[src/sv/sbda_pkg.sv]
// Shared types, codes and constants of the single-bin DFT accumulator.
`default_nettype none
package sbda_pkg;

    localparam int DEF_PHASE_BITS   = 16;
    localparam int DEF_CORDIC_STEPS = 16;
    localparam int ATAN_ENTRIES     = 24;
    localparam int ATAN_IDX_W       = 5;

    localparam logic [31:0] CORDIC_GAIN_Q30 = 32'd652032874;
    localparam logic [40:0] AMP_MAX         = 41'h1FF_FFFF_FFFF;

    // Arctangent of 2^-i in turns, scaled by 2^32.
    localparam logic [31:0] ATAN_TURNS [ATAN_ENTRIES] = '{
        32'h20000000, 32'h12E4051E, 32'h09FB385B, 32'h051111D4, 32'h028B0D43,
        32'h0145D7E1, 32'h00A2F61E, 32'h00517C55, 32'h0028BE53, 32'h00145F2F,
        32'h000A2F98, 32'h000517CC, 32'h00028BE6, 32'h000145F3, 32'h0000A2FA,
        32'h0000517D, 32'h000028BE, 32'h0000145F, 32'h00000A30, 32'h00000518,
        32'h0000028C, 32'h00000146, 32'h000000A3, 32'h00000051
    };

    localparam logic [1:0] CMD_ADD   = 2'd0;
    localparam logic [1:0] CMD_CLEAR = 2'd1;
    localparam logic [1:0] CMD_QUERY = 2'd2;
    localparam logic [1:0] CMD_NOP   = 2'd3;

    localparam logic [1:0] STAT_OK          = 2'd0;
    localparam logic [1:0] STAT_TIME_BACK   = 2'd1;
    localparam logic [1:0] STAT_NO_DURATION = 2'd2;

    localparam logic [2:0] ADDR_PHASE_STEP = 3'd0;

    typedef enum logic [3:0] {
        S_IDLE,
        S_TURN,
        S_CORDIC_RUN,
        S_PROD,
        S_SCALE,
        S_COMMIT,
        S_SQUARE,
        S_SQRT,
        S_DIV,
        S_DONE
    } sbda_state_t;

endpackage
`default_nettype wire

[src/sv/sbda_cordic.sv]
// Iterative rotation-mode CORDIC giving the Q1.15 cosine and sine of a turn angle.
`default_nettype none
module sbda_cordic #(
    parameter int CORDIC_STEPS = sbda_pkg::DEF_CORDIC_STEPS
) (
    input  wire logic               clk,
    input  wire logic               rst_n,
    input  wire logic               start,
    input  wire logic [31:0]        turn,
    output logic                    done,
    output logic signed [15:0]      cos_q,
    output logic signed [15:0]      sin_q
);
    import sbda_pkg::*;

    logic                         run_reg;
    logic                         done_reg;
    logic [ATAN_IDX_W-1:0]        cnt_reg;
    logic signed [33:0]           x_reg;
    logic signed [33:0]           y_reg;
    logic signed [33:0]           z_reg;
    logic [1:0]                   quad_reg;
    logic signed [15:0]           cos_reg;
    logic signed [15:0]           sin_reg;

    logic [31:0]                  shifted;
    logic [1:0]                   quad;
    logic [31:0]                  resid;
    logic signed [33:0]           dx;
    logic signed [33:0]           dy;
    logic signed [33:0]           atan_ext;
    logic signed [15:0]           qx;
    logic signed [15:0]           qy;

    // Rounds half away from zero to Q1.15 and clamps to +-32767.
    function automatic logic signed [15:0] to_q15(input logic signed [33:0] v);
        logic [33:0] a;
        logic [33:0] r;
        logic [15:0] m;
        begin
            a = v[33] ? 34'(-v) : v;
            r = (a + 34'd16384) >> 15;
            m = (r > 34'd32767) ? 16'd32767 : r[15:0];
            return v[33] ? 16'(-$signed(m)) : $signed(m);
        end
    endfunction

    assign shifted  = turn + 32'h2000_0000;
    assign quad     = shifted[31:30];
    assign resid    = turn - {quad, 30'b0};
    assign dx       = y_reg >>> cnt_reg;
    assign dy       = x_reg >>> cnt_reg;
    assign atan_ext = $signed({2'b00, ATAN_TURNS[cnt_reg]});
    assign qx       = to_q15(x_reg);
    assign qy       = to_q15(y_reg);

    always_ff @(posedge clk or negedge rst_n)
    begin
        if (!rst_n)
        begin
            run_reg  <= 1'b0;
            done_reg <= 1'b0;
            cnt_reg  <= '0;
        end
        else
        begin
            done_reg <= 1'b0;
            if (start)
            begin
                run_reg <= 1'b1;
                cnt_reg <= '0;
            end
            else if (run_reg)
            begin
                if (cnt_reg == ATAN_IDX_W'(CORDIC_STEPS))
                begin
                    run_reg  <= 1'b0;
                    done_reg <= 1'b1;
                end
                else
                begin
                    cnt_reg <= cnt_reg + 1'b1;
                end
            end
        end
    end

    always_ff @(posedge clk)
    begin
        if (start)
        begin
            x_reg    <= $signed({2'b00, CORDIC_GAIN_Q30});
            y_reg    <= '0;
            z_reg    <= $signed({{2{resid[31]}}, resid});
            quad_reg <= quad;
        end
        else if (run_reg)
        begin
            if (cnt_reg == ATAN_IDX_W'(CORDIC_STEPS))
            begin
                case (quad_reg)
                    2'd0:
                    begin
                        cos_reg <= qx;
                        sin_reg <= qy;
                    end
                    2'd1:
                    begin
                        cos_reg <= -qy;
                        sin_reg <= qx;
                    end
                    2'd2:
                    begin
                        cos_reg <= -qx;
                        sin_reg <= -qy;
                    end
                    default:
                    begin
                        cos_reg <= qy;
                        sin_reg <= -qx;
                    end
                endcase
            end
            else if (!z_reg[33])
            begin
                x_reg <= x_reg - dx;
                y_reg <= y_reg + dy;
                z_reg <= z_reg - atan_ext;
            end
            else
            begin
                x_reg <= x_reg + dx;
                y_reg <= y_reg - dy;
                z_reg <= z_reg + atan_ext;
            end
        end
    end

    assign done  = done_reg;
    assign cos_q = cos_reg;
    assign sin_q = sin_reg;

endmodule
`default_nettype wire

[config.mk]
export PLATFORM = sky130hd
export DESIGN_NAME = sbda_cordic
export DESIGN_NICKNAME = d
export VERILOG_FILES = /design/src/sv/sbda_pkg.sv /design/src/sv/sbda_cordic.sv
export SDC_FILE = /design/constraint.sdc
export NUM_CORES = 1
export LEC_CHECK = 0
export BUFFER_PORTS_ARGS = -buffer_cell sky130_fd_sc_hd__buf_2
export CORE_ASPECT_RATIO = 2
export CORE_MARGIN = 5
export CORE_UTILIZATION = 36
export DETAILED_ROUTE_END_ITERATION = 16
export PLACE_DENSITY = 0.59
export SYNTH_ARGS = -nofsm -noshare
export SYNTH_HDL_FRONTEND = slang
export SYNTH_SLANG_ARGS = --single-unit
[constraint.sdc]
create_clock -name clk -period 6.2 [get_ports clk]
set_input_delay 0.31 -clock clk [delete_from_list [all_inputs] [get_ports clk]]
set_output_delay 0.31 -clock clk [all_outputs]
set_load 0.01 [all_outputs]
# Word-level counts from Yosys, hierarchy flattened
# Memory sizes are Yosys's and may differ from the RTL's.
# Cells that the tools add are included.
# Widths: inputs -> output; s select.
[word_totals] ff_bits=143 rom_bits=1024 in_bits=35 output_inout_bits=33 mem_count=1
[op_classes] add_sub_neg=17 n_lt_le_gt_ge=3 n_eq_ne=4 shift=2 mux=25 bitwise=3 n_reduce_logical=5
[memory_table] name="(no name shown)" words=32 word_bits=32 rd=1 rd_clocked_by_memory_dff=0 wr=0 line="sbda_cordic.sv:53" text="assign atan_ext = $signed({2'b00, ATAN_TURNS[cnt_reg]});"
[op_table] operator="$mux 34" count=8
[op_table] operator="$pmux 16 s3" count=2
[op_table] operator="$add 34x15->34 const B" count=2
[op_table] operator="$add 34x34->34" count=2
[op_table] operator="$neg 34->34" count=2
[op_table] operator="$sshr 34x5->34" count=2
[op_table] operator="$sub 34x34->34" count=2
[op_table] operator="$mux 16" count=4
[op_table] operator="$mux 32" count=2
[op_table] operator="$neg 16->16" count=4
[op_table] operator="$gt 19x15->1 const B" count=2
[op_table] operator="$add 34x33->34" count=1
[op_table] operator="$sub 34x33->34" count=1
[op_table] operator="$add 32x30->32 const B" count=1
[op_table] operator="$sub 32x32->32" count=1
[op_table] operator="$mux 5" count=3
[op_table] operator="$ge 6x6->1 const B" count=1
[op_table] operator="$mux 1" count=6
[op_table] operator="$not 5->6" count=1
[op_table] operator="$add 5x1->5 const B" count=1
[op_table] operator="$eq 5x5->1 const B" count=1
[op_table] operator="$reduce_and 2->1" count=2
[op_table] operator="$reduce_and 3->1" count=1
[op_table] operator="$eq 2x1->1 const B" count=1
[op_table] operator="5 further kinds" count=6

# Longest topological paths before layout
# Gate-level depths: netlist (run 1).
[logic_depth] ltp_word=9 depth_mapped=36

# Worst setup path before layout (run 1)
# OpenSTA, ideal clock, no wires.
[synth_path] path_kind="register to register" start="reg cnt_reg[0]" end="reg z_reg[32], data pin" arrival_time_ns=6.558 required_time_ns=5.930 path_slack_ns=-0.627 stages_incl_launch_ff=32 path_buffers=7 period_less_slack_ns=6.827 path_cell_list="dfrtp_1 -> buf_2 -> buf_6 -> buf_4 -> buf_6 -> buf_2 -> clkbuf_1 -> inv_1 -> ha_1 -> clkbuf_1 -> a21oi_1 -> a211oi_1 -> a31o_2 -> ha_1 -> nor2_1 -> a21oi_1 -> fa_1 -> a21o_1 -> a21oi_1 -> o21bai_1 -> a21oi_1 -> o21ai_0 -> a2111oi_0 -> o2111ai_1 -> a31oi_1 -> a211oi_1 -> o21ai_0 -> nand2b_1 -> a2111o_1 -> a31oi_1 -> xor2_1 -> o21ai_0"
[synth_via] elab_chain_len=9
[synth_rtl] item="start: declaration" line="sbda_cordic.sv:18" text="logic [ATAN_IDX_W-1:0] cnt_reg;"
[synth_rtl] item="start signal: assignment" line="sbda_cordic.sv:82" text="cnt_reg <= cnt_reg + 1'b1;"
[synth_rtl] item="$not 5->6 (not written as such) *" line="sbda_cordic.sv:53"
[synth_rtl] item="$mem_v2 32x32 *"
[synth_rtl] item="$mux 32 (not written as such) * (2 in series)" line="sbda_cordic.sv:53"
[synth_rtl] item="$sub 34x33->34 or $add 34x33->34 (tied branches)" line="sbda_cordic.sv:128, sbda_cordic.sv:134"
[synth_rtl] item="$mux 34 *" line="sbda_cordic.sv:124" text="else if (!z_reg[33])"
[synth_rtl] item="$mux 34 *" line="sbda_cordic.sv:99" text="if (cnt_reg == ATAN_IDX_W'(CORDIC_STEPS))"
[synth_rtl] item="$mux 34 *" line="sbda_cordic.sv:97" text="else if (run_reg)"
[synth_rtl] item="$mux 34 *" line="sbda_cordic.sv:90" text="if (start)"
[synth_rtl] item="end signal: assignment" line="sbda_cordic.sv:94" text="z_reg <= $signed({{2{resid[31]}}, resid});"
[synth_rtl] item="end signal: assignment" line="sbda_cordic.sv:128" text="z_reg <= z_reg - atan_ext;"
[synth_rtl] item="end signal: assignment" line="sbda_cordic.sv:134" text="z_reg <= z_reg + atan_ext;"
[synth_rtl] item="end: declaration" line="sbda_cordic.sv:21" text="logic signed [33:0] z_reg;"
# Every way passes the cells marked *; elsewhere a longest branch is shown, timed or not. The select of a mux whose other input is x is not followed.
# A chain may end at the register's enable or synchronous reset.

# Final worst setup path (run 1)
[layout_path] start="reg cnt_reg[0]" end="reg y_reg[30]"
[layout_via] elab_chain_len=3
[layout_rtl] item="$sshr 34x5->34 or $eq 5x5->1 (tied branches)" line="sbda_cordic.sv:52, sbda_cordic.sv:99"
[layout_rtl] item="$add 34x34->34 (tied with other cells)" line="sbda_cordic.sv:127" text="y_reg <= y_reg + dy;"
[layout_rtl] item="$mux 34 or $reduce_and 2->1 (tied branches)"
[layout_rtl] item="end signal: assignment" line="sbda_cordic.sv:127"
[layout_rtl] item="end signal: assignment" line="sbda_cordic.sv:133" text="y_reg <= y_reg - dy;"
[layout_rtl] item="end: declaration" line="sbda_cordic.sv:20" text="logic signed [33:0] y_reg;"
# Several ways; a longest one is shown, not always the timed one.

==> results of run 1 <==
[worst max path at each step]
| stage | end | cells past startpoint | slack (ps) |
|---|---|---|---|
| after global placement | x_reg[30] | 26 | -610 |
| after CTS | y_reg[30] | 24 | -140 |
| final | y_reg[30] | 24 | -140 |
| after floorplan | z_reg[32] | 31 | -10 |
| after detailed placement | x_reg[30] | 26 | -630 |
| after global routing | y_reg[33] | 32 | -390 |
[repair_timing]
item | CTS | global route
resized for setup | 117 | 132
buffers inserted | 41 | 38
hold endpoints to repair | 7 | 0
cloned | 4 | 1
setup endpoints to repair | 27 | 35
pin swaps | 66 | 96
hold buffers | 1 | 0
[through the flow]
stage	TNS [ps]	cells	setup slack (ps)	utilization (%)
2_1_floorplan	-10.1	2647	-10.1	-
3_3_place_gp	-6750	3721	-607	42.9
3_5_place_dp	-7950	3721	-631	42.9
4_1_cts	-742	3798	-143	45.6
5_1_grt	-2910	3831	-386	47.0
6_report	-421	3831	-139	47.0
[cell type report]
type / instances / area (um^2)
multi-input combinational: 2238 / 17300
sequential: 143 / 3590
tap: 762 / 953
inverter: 72 / 275
fill: 5565 / 30800
timing repair buffer: 584 / 4510
clock buffer: 17 / 425
clock inverter: 15 / 240
[placed cells by master, fill, tap and decap left out, types with 11 or more instances in the layout]
cell type	synthesis	routed
buf_4	2	482
or2_2	16	16
buf_6	5	19
edfxtp_1	68	68
and2_1	38	33
nor2_1	237	226
clkbuf_16	0	18
buf_2	15	66
inv_1	67	64
o31ai_1	15	13
a211o_1	16	16
a21boi_0	14	11
xor2_1	93	93
a21oi_2	1	23
a21o_1	39	39
nand2b_1	35	35
ha_1	115	108
nand2_1	300	291
mux4_2	111	111
o22ai_1	11	11
nor3_1	54	51
nor2b_1	26	19
nand4_1	20	20
dfxtp_1	68	66
a21oi_1	246	222
a211oi_1	41	35
a31oi_1	41	35
nor4_1	24	21
mux2_2	32	27
nand3_1	46	45
or3_1	15	14
o21ai_0	184	159
o21ai_1	2	14
and3_1	34	29
xnor2_1	139	135
o211ai_1	21	21
mux2i_1	57	48
o21a_1	28	28
[kinds of logic after synthesis]
family	Yosys count	share of synthesized area, %
muxes	200	16.3
DFF	143	17.0
buffers and inverters	266	5.06
xor gates and xnor gates	233	9.78
adders and majority gates	119	7.18
AOI/OAI and AO/OA	789	24.0
and+or+nand+nor	897	20.6
[worst max-delay path: stages (launching register included)]
cell and delay, ps:
dfrtp_4 510, buf_6 160, mux4_2 520, mux4_2 520
o21ai_4 270, ha_4 190, nor2_4 30, xor2_1 170
ha_1 310, a21o_1 200, a21oi_2 120, buf_4 140
o21bai_4 60, a2111o_1 460, a311o_1 320, a221o_1 340
a21o_1 180, a211o_1 270, a21o_1 190, a221o_1 400
a221oi_2 310, nor2b_2 210, xnor2_1 130, nand2_1 80
a21oi_1 150
[metal layers]
layer / GRT usage [%] / share of wire, % / up-vias
met5: 0 / 0 / -
met3: 4.55 / 4.5 / 394
met4: 26.3 / 12 / 0
li1: - / - / 10700
met2: 48.7 / 52 / 813
met1: 22.0 / 31 / 10900
==> flow_summary.yaml, run 1 <==
cells_and_area:
  syn_to_final_growth_pct: 29.8
  final_nets: 3209
  n_antenna_cell: 0
  drive_gt1_share_pct: 31.2
  post-route-cell-area_um2: 27300
drt:
  drt_iter0_markers: 1453
  vias_per_cell: 5.94
  drt-total-wl_um: 85700
  route.detailed.drc: 0
  vias: 22800
  wl_per_cell_um: 22.4
  ant_nets: 0
  detail_route.first_pass.iterations: 7
global_routing:
  first_global_vias: 23100
  grt_max_degree: 74
  antenna_found_initial: 0
  track_usage_pct: 25.9
  grt_pass1_wl_um: 128000
  overflow: 0
synth:
  async_reset_ff_share_pct: 4.90
  ys_ff_latch: 143
  yosys.area.top_type_share_pct: 11.9
  yosysTopAreaCell: "mux4_2"
  ys_warn_count: 0
  synth_edf_count: 68
  yosys-top-cells-area: "mux4_2 12%, edfxtp_1 9.7%, ha_1 6.9%"
  syn_area_per_cell_um2: 7.94
  yosysMostFrequentCell: "nand2_1"
  synth.distinct_cells: 102
  netlist_area_um2: 21000
  ys_top_cells_by_count: "300 x nand2_1, 246 x a21oi_1, 237 x nor2_1"
  synth_nets: 2800
  ys_seq_area_share_pct: 17.0
  synth_flop_cell: "edfxtp_1"
  syn-instance-count: 2647
sta:
  hold_violations: 0
  timing.fmax_ghz: 0.158
  hold_slack_ps: 95.5
  relSlewSlack_pct: 30.3
  finalSetupViolations: 8
  slew_violations: 0
  clock_skew_ps: 22.8
  setup_slack_ps: -139
  post-route-min-period_ps: 6340
  worstMarginPinSlew_ps: 1040
  fin_crit_sh_pct: 102
  rsz0062_at_grt: "yes"
cts:
  clock-sinks: 143
  clock_latency_ps: 500
  clockBufferDepth: 2
  clk_pin_slew_ps: 70
  htree_levels: 4
  clock-root-buffer: "clkbuf_16"
  cts_made_buffers: 17
  tritoncts: "built"
worst_hold_path:
  worstHoldStart: "turn[3]"
  hold_end: "z_reg[3]"
  min_delay_path_depth: 3
  hp-class: "in -> reg"
floorplan:
  core-area_um2: 58000
  chipHeight_um: 352
  io_pins: 68
  fp.dieW_um: 181
  initial_utilization_pct: 36.2
  dieArea_um2: 63600
  rows: 125
setup_path:
  cp.required_ps: 6620
  r2r-start: "cnt_reg[0]"
  cp_data_arrival_time_ps: 6760
  rrSetupSlack_ps: -140
  crit_path_start: "cnt_reg[0]"
  crit_path_start_kind: "register"
  r2r_end: "y_reg[30]"
  crit_fanout: 6
  end_kind: "register"
  reg2regPathDepth: 24
  path_class: "reg -> reg"
placement:
  post_dp_cell_area_um2: 24900
  io_buffers: 67
  dp_hpwl_um: 66200
  place.gp.congestion: 0.997
flow_run:
  cap_viol_max_count: 0
outcome:
  status: "finished with violations"
  violations: "negative setup slack"
Power of run 1 is left out: the tool's default activity adds up to more than one toggle a clock period on the data nets, which glitch-free logic cannot reach.
==> inputs of run 2 (changes only) <==
Settings changed: PLACE_DENSITY 0.59 to 0.57.
Clock period 6.2 ns to 6.9 ns, I/O delays scaled along.
==> flow_summary.yaml, run 2 (synthesized netlist as in run 1, its figures left out) <==
outcome:
  status: "finished, final reports clean"
cts:
  htree_levels: 4
  clock_latency_ps: 500
  cts_made_buffers: 17
  tritoncts: "built"
  clock-sinks: 143
  clock-root-buffer: "clkbuf_16"
  clockBufferDepth: 2
  clk_pin_slew_ps: 70
sta:
  hold_violations: 0
  hold_slack_ps: 119
  slew_violations: 0
  clock_skew_ps: 19.8
  fin_crit_sh_pct: 95.7
  timing.fmax_ghz: 0.151
  relSlewSlack_pct: 19.6
  post-route-min-period_ps: 6600
  worstMarginPinSlew_ps: 1200
  finalSetupViolations: 0
drt:
  drt-total-wl_um: 80100
  vias_per_cell: 6.13
  ant_nets: 0
  wl_per_cell_um: 23.0
  route.detailed.drc: 0
  drt_iter0_markers: 1208
  vias: 21300
  detail_route.first_pass.iterations: 5
cells_and_area:
  post-route-cell-area_um2: 23600
  syn_to_final_growth_pct: 12.2
  final_nets: 2858
  layout_common_cells: "299 x nand2_1, 246 x a21oi_1, 237 x nor2_1"
  final_cells: 3483
  drive_gt1_share_pct: 17.7
  layout_commonest_cell: "nand2_1"
  final_util_pct: 40.6
global_routing:
  first_global_vias: 21200
  track_usage_pct: 24.6
  overflow: 0
  grt_pass1_wl_um: 121000
  antenna_found_initial: 1
  grt_max_degree: 64
setup_path:
  cp.required_ps: 7320
  r2r_end: "x_reg[30]"
  path_class: "reg -> reg"
  crit_path_frequent_cell: "a21o_1"
  reg2regPathDepth: 28
  cp_slowest_cell: "mux4_2"
  end_kind: "register"
  cp_data_arrival_time_ps: 7020
  crit_path_start_kind: "register"
  rrSetupSlack_ps: 300
  r2r-start: "cnt_reg[0]"
  crit_fanout: 13
  cpPeakStageDelay_ps: 570
power:
  peakVddDrop_mv: 0.297
  power.leakage_nw: 9.52
  powerDensity_nw_per_um2: 644
placement:
  io_buffers: 67
  dp_hpwl_um: 63500
  place.gp.congestion: 1.01
  post_dp_cell_area_um2: 22800
  dp_cells: 3443
worst_hold_path:
  hold_end: "z_reg[21]"
  hp-class: "in -> reg"
  min_delay_path_depth: 3
  worstHoldStart: "turn[21]"
floorplan:
  fp.dieW_um: 181
  chipHeight_um: 352
  dieArea_um2: 63600
  io_pins: 68
  initial_utilization_pct: 36.2
  core-area_um2: 58000
  rows: 125
flow_run:
  cap_viol_max_count: 0
==> run 2: report_power, final <==
| part | internal, mW | switching [mW] | total (mW) | leakage (nW) |
|---|---|---|---|---|
| clock network | 0.616 | 0.430 | 1.05 | 0.310 |
| registers | 1.31 | 0.499 | 1.81 | 1.33 |
| logic | 5.41 | 6.92 | 12.3 | 7.88 |
==> run 2: critical path, delay by kind of cell (launching register included) <==
family	cells	cell delay, ps
buf+inv	3	570
compound gates	10	2200
flops	1	440
mux	3	1320
simple gates	8	1210
fa+ha+maj	2	480
xor+xnor	2	300
==> run 2: layout make-up <==
| class | instances | area, um^2 |
|---|---|---|
| Multi-Input combinational cell | 2238 | 16400 |
| Fill cell | 5883 | 34400 |
| Inverter | 72 | 270 |
| Clock inverter | 10 | 119 |
| Tap cell | 762 | 953 |
| Sequential cell | 143 | 3590 |
| Clock buffer | 22 | 528 |
| Timing Repair Buffer | 233 | 1670 |
| Antenna cell | 3 | 7.51 |
==> run 2: per-stage QoR <==
step / TNS (ps) / worst slack (ps) / power (mW)
floorplan: 0 / 72.5 / 10.5
global placement: 0 / 102 / 13.6
detailed placement: 0 / 67.5 / 13.8
CTS: 0 / 61.2 / 15.0
global route: -17.7 / -13.3 / 16.4
finish: 0 / 299 / 15.2
==> run 2: routing by layer <==
layer  vias to the layer above  global-route usage (%)  wire length, um
met5                         -                       0                0
met4                         0                    22.8             8540
met3                       317                    3.94             3610
met2                       848                    47.5            43300
met1                     10200                    21.0            24600
li1                       9950                       -                -
==> run 2: worst max path at each step <==
stage               startpoint   endpoint  cells after the start
floorplan           cnt_reg[0]  z_reg[32]                     31
global placement    cnt_reg[0]  x_reg[31]                     26
detailed placement  cnt_reg[0]  x_reg[31]                     26
CTS                 cnt_reg[0]  y_reg[32]                     27
global route        cnt_reg[0]  y_reg[32]                     29
finish              cnt_reg[0]  x_reg[30]                     28
==> run 2: timing repair <==
item                       4_1_cts  5_1_grt
gates resized for setup          1       14
setup buffers                    0        4
cloned                           0        0
hold endpoints to repair         7        0
pin swaps                        0        2
hold buffers                     1        0
setup endpoints to repair        2       14
Power figures use the tool's default switching activity.
